<file path="src/rtl/mhpq_pkg.sv">
// Shared types and constants for the min-heap priority queue core.
`default_nettype none

package mhpq_pkg;

  // Fixed field widths
  localparam int KEY_W     = 32;
  localparam int CNT_OUT_W = 9;

  // Operation codes
  localparam logic OP_INSERT = 1'b0;
  localparam logic OP_DELETE = 1'b1;

  // Read address selects
  localparam logic [2:0] RD_LAST   = 3'd0;
  localparam logic [2:0] RD_PARENT = 3'd1;
  localparam logic [2:0] RD_LEFT   = 3'd2;
  localparam logic [2:0] RD_RIGHT  = 3'd3;
  localparam logic [2:0] RD_ROOT   = 3'd4;

  // Commands from controller to datapath
  typedef struct packed {
    logic       load;
    logic       set_err;
    logic       count_inc;
    logic       count_dec;
    logic       rd_en;
    logic [2:0] rd_sel;
    logic       key_from_rd;
    logic       latch_left;
    logic       up_step;
    logic       dn_step;
    logic       put_key;
  } ctrl_cmd_t;

  // Status from datapath to controller
  typedef struct packed {
    logic op_delete;
    logic full;
    logic empty;
    logic pos_zero;
    logic up_less;
    logic lc_out;
    logic pick_less;
  } dp_status_t;

endpackage

`default_nettype wire

</file>
<file path="src/rtl/mhpq_ctrl.sv">
// Heap controller: sequences insert, delete and the root readback.
`default_nettype none

module mhpq_ctrl (
  input  wire logic                 clk,
  input  wire logic                 rst,
  input  wire logic                 start,
  input  wire mhpq_pkg::dp_status_t status,
  output mhpq_pkg::ctrl_cmd_t       cmd,
  output logic                      busy,
  output logic                      done
);

  localparam logic [3:0] S_IDLE    = 4'd0;
  localparam logic [3:0] S_CHECK   = 4'd1;
  localparam logic [3:0] S_UP_TEST = 4'd2;
  localparam logic [3:0] S_UP_CMP  = 4'd3;
  localparam logic [3:0] S_DN_LOAD = 4'd4;
  localparam logic [3:0] S_DN_TEST = 4'd5;
  localparam logic [3:0] S_DN_LEFT = 4'd6;
  localparam logic [3:0] S_DN_CMP  = 4'd7;
  localparam logic [3:0] S_ROOT    = 4'd8;
  localparam logic [3:0] S_DONE    = 4'd9;

  logic [3:0] state;
  logic [3:0] state_next;

  always_ff @(posedge clk) begin
    if (rst) begin
      state <= S_IDLE;
    end else begin
      state <= state_next;
    end
  end

  // Next state and datapath commands
  always_comb begin
    state_next = state;
    cmd        = '0;
    case (state)
      S_IDLE: begin
        if (start) begin
          cmd.load   = 1'b1;
          state_next = S_CHECK;
        end
      end
      S_CHECK: begin
        if (!status.op_delete) begin
          if (status.full) begin
            cmd.set_err = 1'b1;
            state_next  = S_ROOT;
          end else begin
            cmd.count_inc = 1'b1;
            state_next    = S_UP_TEST;
          end
        end else begin
          if (status.empty) begin
            cmd.set_err = 1'b1;
            state_next  = S_ROOT;
          end else begin
            cmd.count_dec = 1'b1;
            cmd.rd_en     = 1'b1;
            cmd.rd_sel    = mhpq_pkg::RD_LAST;
            state_next    = S_DN_LOAD;
          end
        end
      end
      S_UP_TEST: begin
        if (status.pos_zero) begin
          cmd.put_key = 1'b1;
          state_next  = S_ROOT;
        end else begin
          cmd.rd_en  = 1'b1;
          cmd.rd_sel = mhpq_pkg::RD_PARENT;
          state_next = S_UP_CMP;
        end
      end
      S_UP_CMP: begin
        if (status.up_less) begin
          cmd.up_step = 1'b1;
          state_next  = S_UP_TEST;
        end else begin
          cmd.put_key = 1'b1;
          state_next  = S_ROOT;
        end
      end
      S_DN_LOAD: begin
        // take the last entry as the new root candidate
        cmd.key_from_rd = 1'b1;
        state_next      = status.empty ? S_ROOT : S_DN_TEST;
      end
      S_DN_TEST: begin
        if (status.lc_out) begin
          cmd.put_key = 1'b1;
          state_next  = S_ROOT;
        end else begin
          cmd.rd_en  = 1'b1;
          cmd.rd_sel = mhpq_pkg::RD_LEFT;
          state_next = S_DN_LEFT;
        end
      end
      S_DN_LEFT: begin
        cmd.latch_left = 1'b1;
        cmd.rd_en      = 1'b1;
        cmd.rd_sel     = mhpq_pkg::RD_RIGHT;
        state_next     = S_DN_CMP;
      end
      S_DN_CMP: begin
        if (status.pick_less) begin
          cmd.dn_step = 1'b1;
          state_next  = S_DN_TEST;
        end else begin
          cmd.put_key = 1'b1;
          state_next  = S_ROOT;
        end
      end
      S_ROOT: begin
        cmd.rd_en  = 1'b1;
        cmd.rd_sel = mhpq_pkg::RD_ROOT;
        state_next = S_DONE;
      end
      S_DONE: begin
        state_next = S_IDLE;
      end
      default: begin
        state_next = S_IDLE;
      end
    endcase
  end

  assign busy = (state != S_IDLE);
  assign done = (state == S_DONE);

  // Result strobe lasts one cycle
  a_done_pulse: assert property (@(posedge clk) disable iff (rst)
    done |=> !done)
    else $error("result strobe longer than one cycle");

  // An accepted word starts the sequencer at once and no result comes next cycle
  a_start_busy: assert property (@(posedge clk) disable iff (rst)
    (start && !busy) |=> busy && !done)
    else $error("accepted word did not start the sequencer");

  // A delete never runs down on a word that also bumps the count
  a_one_count_op: assert property (@(posedge clk) disable iff (rst)
    !(cmd.count_inc && cmd.count_dec))
    else $error("count raised and lowered together");

endmodule

`default_nettype wire

</file>
<file path="config.mk">
export PLATFORM = sky130hd
export DESIGN_NAME = mhpq_ctrl
export DESIGN_NICKNAME = d
export VERILOG_FILES = /design/src/rtl/mhpq_pkg.sv /design/src/rtl/mhpq_ctrl.sv
export SDC_FILE = /design/constraint.sdc
export NUM_CORES = 1
export LEC_CHECK = 0
export BUFFER_PORTS_ARGS = -buffer_cell sky130_fd_sc_hd__buf_2
export CAP_MARGIN = 20
export CORE_AREA = 2 2 39 41
export DETAILED_ROUTE_END_ITERATION = 6
export DIE_AREA = 0 0 41 43
export PLACE_DENSITY = 0.65
export SLEW_MARGIN = 20
export SYNTH_ARGS = -nofsm -noshare
export SYNTH_HDL_FRONTEND = slang
export SYNTH_SLANG_ARGS = --single-unit
</file>
<file path="constraint.sdc">
create_clock -name clk -period 1.6 [get_ports clk]
set_input_delay 0.24 -clock clk [delete_from_list [all_inputs] [get_ports clk]]
set_output_delay 0.24 -clock clk [all_outputs]
set_load 0.03 [all_outputs]
</file>
==> results of run 1 <==
==> path summary, 6_finish.rpt <==
path / endpoint / slack (ns) / depth (start not counted) / from
worst min register to register: state[1]$_SDFFE_PP0P_ / 0.62 / 3 / state[3]$_SDFFE_PP0P_
worst max-delay path: cmd[8] / -0.13 / 5 / state[2]$_SDFFE_PP0P_
worst min-delay path: state[2]$_SDFFE_PP0P_ / 0.31 / 4 / rst
worst max register to register: state[0]$_SDFFE_PP0P_ / 0.07 / 5 / state[0]$_SDFFE_PP0P_
==> worst min-delay path, stage by stage <==
cell and delay, ns:
buf_2 0.07, nor2_1 0.05, o21ai_2 0.10, a31oi_2 0.04
==> through the flow <==
step                      hold WS (ns)  TNS (ns)  setup WS, ns
after detailed placement         0.551         0        0.0482
after CTS                        0.288    -0.353        -0.103
after global placement           0.552         0        0.0660
final                            0.308    -0.485        -0.125
after floorplan                  0.428         0        0.0217
after global routing             0.326     -1.04        -0.206
==> power by group through the flow <==
stage          Sequential (uW)  Clock, uW  Combinational, uW
3_3_place_gp               117          0                201
2_1_floorplan              115          0                141
3_5_place_dp               117          0                200
6_report                   116        131                294
5_1_grt                    117        141                314
4_1_cts                    116        133                269
==> area by class of cell <==
type	instances	area share
clock buffers	3	0.0263
inverters	6	0.0263
multi-input cells	49	0.433
flip-flops and latches	4	0.105
well taps	16	0.0234
repair buffers	43	0.386
==> layout by cell type (no fill, tap or decap) <==
cell type and n:
or4_4 1, or3b_4 1, nand2b_4 1, nor2b_1 1
inv_1 6, dfxtp_2 2, o21ai_0 1, nand2b_1 1
o31a_1 2, o21ai_2 3, o22ai_2 1, and3_1 2
buf_2 12, or3_1 1, clkbuf_4 3, and2b_1 2
a31oi_1 1, or2b_1 1, nor3b_2 1, o21ai_1 1
nor2_1 4, nor4b_2 1, o21bai_1 1, nor3b_1 2
nand3b_1 1, mux2i_1 2, dfxtp_4 2, nand2_1 4
a31oi_2 1, buf_4 21, nor3_1 4, nor2_4 3
o21a_1 1, buf_6 10, a21oi_1 2, nor3_2 1
and2_1 1
==> routing by layer <==
| metal | part of all wire | global-route usage | wire length (um) |
|---|---|---|---|
| met5 | 0 | 0 | 0 |
| met4 | 0.0085 | 0.100 | 13 |
| met3 | 0.047 | 0.0419 | 71 |
| met2 | 0.53 | 0.306 | 814 |
| met1 | 0.41 | 0.209 | 624 |
==> what timing repair did <==
action / in CTS / in global routing
pin swaps: 6 / 5
endpoints found under the setup margin: 8 / 10
resized for setup: 26 / 17
buffers inserted: 7 / 4
endpoints found under the hold margin: 0 / 0
==> kinds of logic after synthesis <==
group / synth area share
AND/OR/NAND/NOR: 0.439
multiplexers: 0.0453
flip-flops: 0.181
buffers and inverters: 0.116
AO/OA/AOI/OAI: 0.218
==> qor.yml, run 1 <==
setup_path:
  cpPeakStageDelay_ns: 0.43
  path_delay_family: "simple AND/OR/NAND/NOR gates"
  worstSetupEndpointType: "primary output"
  cp-start-kind: "flop"
  critPathRequiredTime_ns: 1.36
  path_max_fanout: 5
  cp.buffers_inverters: 1
  path_cells: "nor2_4 -> nand3b_1 -> or3b_4 -> o21ai_2 -> buf_6"
  worstPathArrival_ns: 1.49
  criticalPathCategory: "reg -> out"
  critPathSlowestCell: "or3b_4"
sta:
  rsz0062_at_grt: "true"
  slew-limit-headroom: 0.763
  fin_crit_sh: 1.08
  clock.fmax_mhz: 580
  setup_violations: 7
  skew_ns: 0.000996
  fin_crit_ns: 1.73
  hold_viol: 0
  worst-slew-pin-transition_ns: 0.352
  fin_ws_ns: -0.125
  slew_violations: 0
pwr:
  switching_share: 0.380
  p_clk_frac: 0.243
  ir_worst_vdd_mv: 0.498
  power.density_nw_per_um2: 633
  switchingPower_uw: 206
  seqPwrFrac: 0.214
  p_comb_frac: 0.543
  p_int_uw: 336
  p_total_uw: 542
  p_leak_uw: 0.000432
routing:
  drc: 0
  firstDrtPassIters: 4
  drtIter0Drc: 4
  ant_nets: 0
  wl_mm: 1.52
  vias: 600
  wl_per_cell_um: 12.6
  via_per_inst: 4.96
global_routing:
  grt_max_degree: 9
  antenna_found_initial: 0
  grt_pass1_vias: 568
  grt_pass1_wl_mm: 2.26
  grt_overflow: 0
  grt_use_total: 0.187
logic_synthesis:
  synth_ff_type: "dfxtp_1"
  synth_top_area_share: 0.181
  synth_edf_count: 0
  yosys.area.top_type: "dfxtp_1"
  ys_seq_area_frac: 0.181
  synth_cell_types: 30
  syn_area_per_cell_um2: 7.01
  yosys_warnings: 0
  syn_area_um2: 442
  netlist_top_cells_area: "dfxtp_1, nor2_1, nor3_1"
  postSynth.asyncResetShare: 0
  synth_common_cells: "nor2_1, inv_1, nor3_1"
  yosysMostFrequentCell: "nor2_1"
  synthCells: 63
  syn_nets: 73
  ys_seq_elements: 4
layout:
  fill_cells: 127
  final_util: 0.618
  largestRegisters: "state: 4 flops"
  largest_register_ffs: 4
  syn2layout_area_growth_pct: 93.8
  instances_no_fill: 121
  fin_area_um2: 856
  antennaDiodeCount: 0
  seqCellArea_um2: 90.1
  drive_above_1_share: 0.610
  multi_input_area_um2: 370
  top_register: "state"
  finalNetCount: 117
placement:
  place_inst: 108
  place_congestion: 0.792
  dpl_cell_area_um2: 633
  port_buffers: 24
  dp_hpwl_um: 941
clock_network:
  cts_sinks: 4
  cts_buffer_depth: 2
  cts_made_buffers: 3
  cts_tree: "done"
  cts_hold_buf: 0
  clockRootBuffer: "clkbuf_4"
  path_clk_slew_ns: 0.04
  worstSkewPairLatency_ns: 0.24
  h-tree-depth: 1
run:
  drv_cap: 0
floorplan:
  chipHeight_um: 43
  num_io_pins: 25
  die-area_um2: 1760
  die_width_um: 41
  core_area_um2: 1380
  rows: 14
  initial_core_util: 0.319
outcome:
  violations: "setup timing"
  status: "finished with violations"
worst_hold_path:
  hp-class: "in -> reg"
Note: power is estimated with default switching activity, not from simulation.
==> inputs of run 2 (changes only) <==
--- a/config.mk
+++ b/config.mk
@@ -11,6 +11,7 @@
 export DETAILED_ROUTE_END_ITERATION = 6
 export DIE_AREA = 0 0 41 43
 export PLACE_DENSITY = 0.65
+export RECOVER_POWER = 25
 export SLEW_MARGIN = 20
 export SYNTH_ARGS = -nofsm -noshare
 export SYNTH_HDL_FRONTEND = slang
==> qor.yml, run 2 (synthesis results as in run 1) <==
outcome:
  status: "finished with violations"
  violations: "setup timing"
setup_path:
  worstSetupEndpointType: "primary output"
  crit_start: "state[2]$_SDFFE_PP0P_"
  cp-endpoint: "cmd[8]"
  path_cells: "nor2_4 -> nand3b_1 -> or3b_4 -> o21ai_2 -> buf_6"
  crit-reg2reg-launch: "state[0]$_SDFFE_PP0P_"
  cp-start-kind: "flop"
  reg2regPathDepth: 5  # unchanged
  reg2reg_slack_ns: 0.07  # about the same
  criticalPathCategory: "reg -> out"
  critPathSlowestCell: "or3b_4"
  cpPeakStageDelay_ns: 0.43  # about the same
  path_max_fanout: 5  # unchanged
  worstPathArrival_ns: 1.49  # about the same
  critPathRequiredTime_ns: 1.36  # about the same
  r2r_end: "state[0]$_SDFFE_PP0P_"
global_routing:
  grt_pass1_vias: 568  # unchanged
  grt_overflow: 0  # unchanged
  grt_max_degree: 9  # unchanged
  grt_pass1_wl_mm: 2.26  # unchanged
  grt_use_total: 0.187  # unchanged
  antenna_found_initial: 0  # unchanged
layout:
  mostFrequentLayoutCells: "buf_4, buf_2, buf_6"
  final_common_cell: "buf_4"
  syn2layout_area_growth_pct: 92.4
  final_util: 0.614  # -0.00452
  largest_register_ffs: 4  # unchanged
  instances_no_fill: 121  # unchanged
  drive_above_1_share: 0.610  # unchanged
  largestRegisters: "state: 4 flops"
  top_register: "state"
  antennaDiodeCount: 0  # unchanged
  finalNetCount: 117  # unchanged
pwr:
  p_int_uw: 333  # -0.88%
  ir_worst_vdd_mv: 0.485  # -2.6%
  p_leak_uw: 0.000430  # -0.58%
  seqPwrFrac: 0.215  # about the same
  p_comb_frac: 0.541  # -0.002
  switchingPower_uw: 205  # -0.24%
  switching_share: 0.381  # +0.00150
  power.density_nw_per_um2: 634  # about the same
  p_clk_frac: 0.244  # about the same
routing:
  drc: 0  # unchanged
  wl_mm: 1.52  # about the same
  vias: 600  # unchanged
  firstDrtPassIters: 4  # unchanged
  wl_per_cell_um: 12.6  # about the same
  ant_nets: 0  # unchanged
  drtIter0Drc: 4  # unchanged
  via_per_inst: 4.96  # unchanged
floorplan:
  initial_core_util: 0.319  # unchanged
  num_io_pins: 25  # unchanged
  rows: 14  # unchanged
  die_width_um: 41  # unchanged
  core_area_um2: 1380  # unchanged
  die-area_um2: 1760  # unchanged
  chipHeight_um: 43  # unchanged
clock_network:
  path_clk_slew_ns: 0.04  # about the same
  clockRootBuffer: "clkbuf_4"
  cts_made_buffers: 3  # unchanged
  cts_buffer_depth: 2  # unchanged
  cts_tree: "done"
  cts_sinks: 4  # unchanged
  h-tree-depth: 1  # unchanged
  worstSkewPairLatency_ns: 0.24  # about the same
sta:
  hold_viol: 0  # unchanged
  slew_violations: 0  # unchanged
  timing.hold.ws_ns: 0.307  # -0.000417 ns
  setup_violations: 7  # unchanged
  clock.fmax_mhz: 579  # about the same
  worst-slew-pin-transition_ns: 0.352  # -0.0000359 ns
  skew_ns: 0.000996  # unchanged
  fin_crit_sh: 1.08  # about the same
  rsz0062_at_grt: "true"
  fin_ws_ns: -0.126  # -0.000441 ns
  fin_crit_ns: 1.73  # +0.000441 ns
  slew-limit-headroom: 0.763  # about the same
worst_hold_path:
  hp-class: "in -> reg"
run:
  drv_cap: 0  # unchanged
placement:
  port_buffers: 24  # unchanged
  dp_hpwl_um: 941  # unchanged
  place_congestion: 0.792  # unchanged
  place_inst: 108  # unchanged
run 2: cell count changes in the layout (fill, tap and decap cells not counted), sizes merged:
cell | previous run | this run
buf | 43 | 41
clkbuf | 3 | 5
run 2: critical path: cells and delay by family, from the launching register on:
kind	cells	cell delay, ns
buf+inv	1	0.14
simple gates	3	0.67
flops	1	0.36
compound gates	1	0.08
run 2: cell type report:
class	count	area (um2)
inverter	6	22.5
timing repair buffer	43	324
sequential	4	90.1
tap	16	20.0
multi-input combinational	49	370
clock buffer	3	22.5
fill	129	534
run 2: worst min path at each step:
stage	start	endpoint	slack, ns	depth (start not counted)
6_report	rst	state[2]$_SDFFE_PP0P_	0.31	4
5_1_grt	rst	state[2]$_SDFFE_PP0P_	0.33	4
4_1_cts	rst	state[2]$_SDFFE_PP0P_	0.29	4
3_5_place_dp	rst	state[2]$_SDFFE_PP0P_	0.55	4
3_3_place_gp	rst	state[2]$_SDFFE_PP0P_	0.55	4
2_1_floorplan	start	state[0]$_SDFFE_PP0P_	0.43	2
run 2: timing repair:
| item | CTS | global route |
|---|---|---|
| pin swaps | 6 | 5 |
| setup endpoints to repair | 8 | 10 |
| cloned | 0 | 0 |
| setup buffers | 7 | 4 |
| hold buffers | 0 | 0 |
| resized for setup | 26 | 17 |
run 2: metrics by stage:
step,setup WS (ns),setup TNS (ns),power [uW],instance area (um2)
CTS,-0.103,-0.353,519,788
global placement,0.0660,0,317,633
global route,-0.206,-1.04,568,850
floorplan,0.0217,0,256,454
finish,-0.126,-0.485,538,850
detailed placement,0.0482,0,317,633
run 2: power groups by stage:
stage	sequential, uW	clock [uW]	combinational [uW]
final	116	131	291
after global routing	117	141	311
after CTS	116	133	269
after detailed placement	117	0	200
after global placement	117	0	201
after floorplan	115	0	141
run 2: routing by layer:
metal,share of wire,GRT usage,vias to the layer above
met5,0,0,-
met4,0.0085,0.100,0
met3,0.051,0.0419,2
met2,0.53,0.306,20
met1,0.40,0.209,273
li1,-,-,305
==> inputs of run 3 (changes only) <==
--- a/config.mk
+++ b/config.mk
@@ -5,12 +5,12 @@
 export SDC_FILE = /design/constraint.sdc
 export NUM_CORES = 1
 export LEC_CHECK = 0
-export BUFFER_PORTS_ARGS = -buffer_cell sky130_fd_sc_hd__buf_2
 export CAP_MARGIN = 20
 export CORE_AREA = 2 2 39 41
 export DETAILED_ROUTE_END_ITERATION = 6
 export DIE_AREA = 0 0 41 43
-export PLACE_DENSITY = 0.65
+export DONT_BUFFER_PORTS = 1
+export PLACE_DENSITY = 0.49
 export RECOVER_POWER = 25
 export SLEW_MARGIN = 20
 export SYNTH_ARGS = -nofsm -noshare
==> qor.yml, run 3 (synthesis results as in run 1) <==
floorplan:
  num_io_pins: 25  # unchanged
  die-area_um2: 1760  # unchanged
  initial_core_util: 0.319  # unchanged
  die_width_um: 41  # unchanged
  rows: 14  # unchanged
  core_area_um2: 1380  # unchanged
  chipHeight_um: 43  # unchanged
global_routing:
  grt_pass1_wl_mm: 2.12  # -6.4%
  grt_overflow: 0  # unchanged
  grt_max_degree: 9  # unchanged
  antenna_found_initial: 0  # unchanged
  grt_pass1_vias: 501  # -12%
  grt_use_total: 0.184  # -0.00283
outcome:
  status: "finished with violations"
  violations: "setup timing"
clock_network:
  cts_hold_buf: 0  # unchanged
  cts_sinks: 4  # unchanged
  cts_buffer_depth: 2  # unchanged
  cts_tree: "done"
  clockRootBuffer: "clkbuf_4"
  cts_made_buffers: 3  # unchanged
  path_clk_slew_ns: 0.03  # about the same
  h-tree-depth: 1  # unchanged
  worstSkewPairLatency_ns: 0.24  # about the same
sta:
  rsz0062_at_grt: "true"
  setup_violations: 4  # -3
  slew-limit-headroom: 0.767  # +0.00426
  tns_ns: -0.382  # +0.103 ns
  timing.hold.ws_ns: 0.256  # -0.0518 ns
  skew_ns: 0.00671  # +0.00572 ns
  worst-slew-pin-transition_ns: 0.346  # -0.00632 ns
  hold_viol: 0  # unchanged
  fin_crit_sh: 1.10  # +0.0191
  clock.fmax_mhz: 569  # -1.7%
  fin_crit_ns: 1.76  # +0.0306 ns
  slew_violations: 0  # unchanged
  fin_ws_ns: -0.156  # -0.0306 ns
layout:
  finalNetCount: 99  # -15%
  drive_above_1_share: 0.552  # -0.0578
  syn2layout_area_growth_pct: 64.6
  largest_register_ffs: 4  # unchanged
  instances_no_fill: 103  # -15%
  final_common_cell: "buf_4"
  largestRegisters: "state: 4 flops"
  top_register: "state"
  mostFrequentLayoutCells: "buf_4, nor3_1, nor2_1, nand2_1, buf_6"
  fin_area_um2: 727  # -14%
  antennaDiodeCount: 0  # unchanged
routing:
  wl_met2_um: 705  # -13%
  firstDrtPassIters: 4  # unchanged
  vias: 541  # -9.8%
  wl_per_cell_um: 13.5  # +7.0%
  highest_layer: "met4"
  ant_nets: 0  # unchanged
  wl_met1_um: 547  # -11%
  dr_wl_met3_um: 118  # +51%
  drtIter0Drc: 10  # +6
  drc: 0  # unchanged
  wl_mm: 1.39  # -8.9%
  via_per_inst: 5.25  # +5.9%
setup_path:
  path_delay_family: "simple AND/OR/NAND/NOR gates"
  cpPeakStageDelay_ns: 0.46  # +0.03 ns
  critPathRequiredTime_ns: 1.36  # about the same
  critPathSlowestCell: "or3b_4"
  path_cells: "nor2_4 -> nand3b_1 -> or3b_4 -> o21ai_2 -> buf_6"
  criticalPathCategory: "reg -> out"
  worstSetupEndpointType: "primary output"
  worstPathArrival_ns: 1.52  # +0.03 ns
  cp-start-kind: "flop"
  cp.buffers_inverters: 1  # unchanged
  path_max_fanout: 7  # +2
placement:
  dpl_cell_area_um2: 588  # -7.1%
  place_inst: 94  # -13%
  dp_hpwl_mm: 1.01  # +7.4%
  place_congestion: 0.757  # -4.4%
  dpl_worst_slack_ns: 0.0519  # +0.00367 ns
  port_buffers: 0  # -100%
pwr:
  ir_worst_vdd_mv: 0.352  # -27%
  power.density_nw_per_um2: 673  # +6.3%
  p_leak_uw: 0.000317  # -26%
run:
  drv_cap: 0  # unchanged
worst_hold_path:
  hp-class: "in -> reg"
[run 3: path summary, 6_finish.rpt]
check / start / to / slack, ns / cells past startpoint
max: state[1]$_SDFFE_PP0P_ / cmd[8] / -0.16 / 5
max reg2reg: state[0]$_SDFFE_PP0P_ / state[3]$_SDFFE_PP0P_ / 0.18 / 5
min reg2reg: state[0]$_SDFFE_PP0P_ / state[0]$_SDFFE_PP0P_ / 0.58 / 2
min: status[6] / state[1]$_SDFFE_PP0P_ / 0.26 / 2
[run 3: power breakdown]
group,switching (uW),internal [uW],total (uW),leakage (uW)
Sequential,14.1,107,121,0.0000353
Combinational,127,114,241,0.000267
Clock,43.0,84.0,127,0.0000138
Total,184,305,490,0.000317
[run 3: cell type report]
class                           count  area [um2]
Clock buffer                        3        22.5
Fill cell                         140         657
Inverter                            6        31.3
Multi-Input combinational cell     49         358
Sequential cell                     4        92.6
Tap cell                           16        20.0
Timing Repair Buffer               25         203
[run 3: routing by layer]
layer / global-route usage / up-vias
li1: - / 267
met1: 0.235 / 243
met2: 0.269 / 29
met3: 0.0628 / 2
met4: 0.0800 / 0
met5: 0 / -
[run 3: per-stage QoR]
step	total power, uW	util
detailed placement	314	0.425
global placement	313	0.425
floorplan	256	-
global route	523	0.525
CTS	469	0.489
finish	490	0.525
[run 3: timing repair]
action / 4_1_cts / 5_1_grt
pin swaps: 3 / 3
setup endpoints to repair: 9 / 9
resized for setup: 16 / 11
setup buffers: 4 / 4
[run 3: worst register-to-register path: stages, from the launching register on]
cell	delay, ns
dfxtp_4	0.35
buf_4	0.15
o21ai_0	0.28
o22ai_2	0.13
buf_4	0.14
o31a_1	0.26
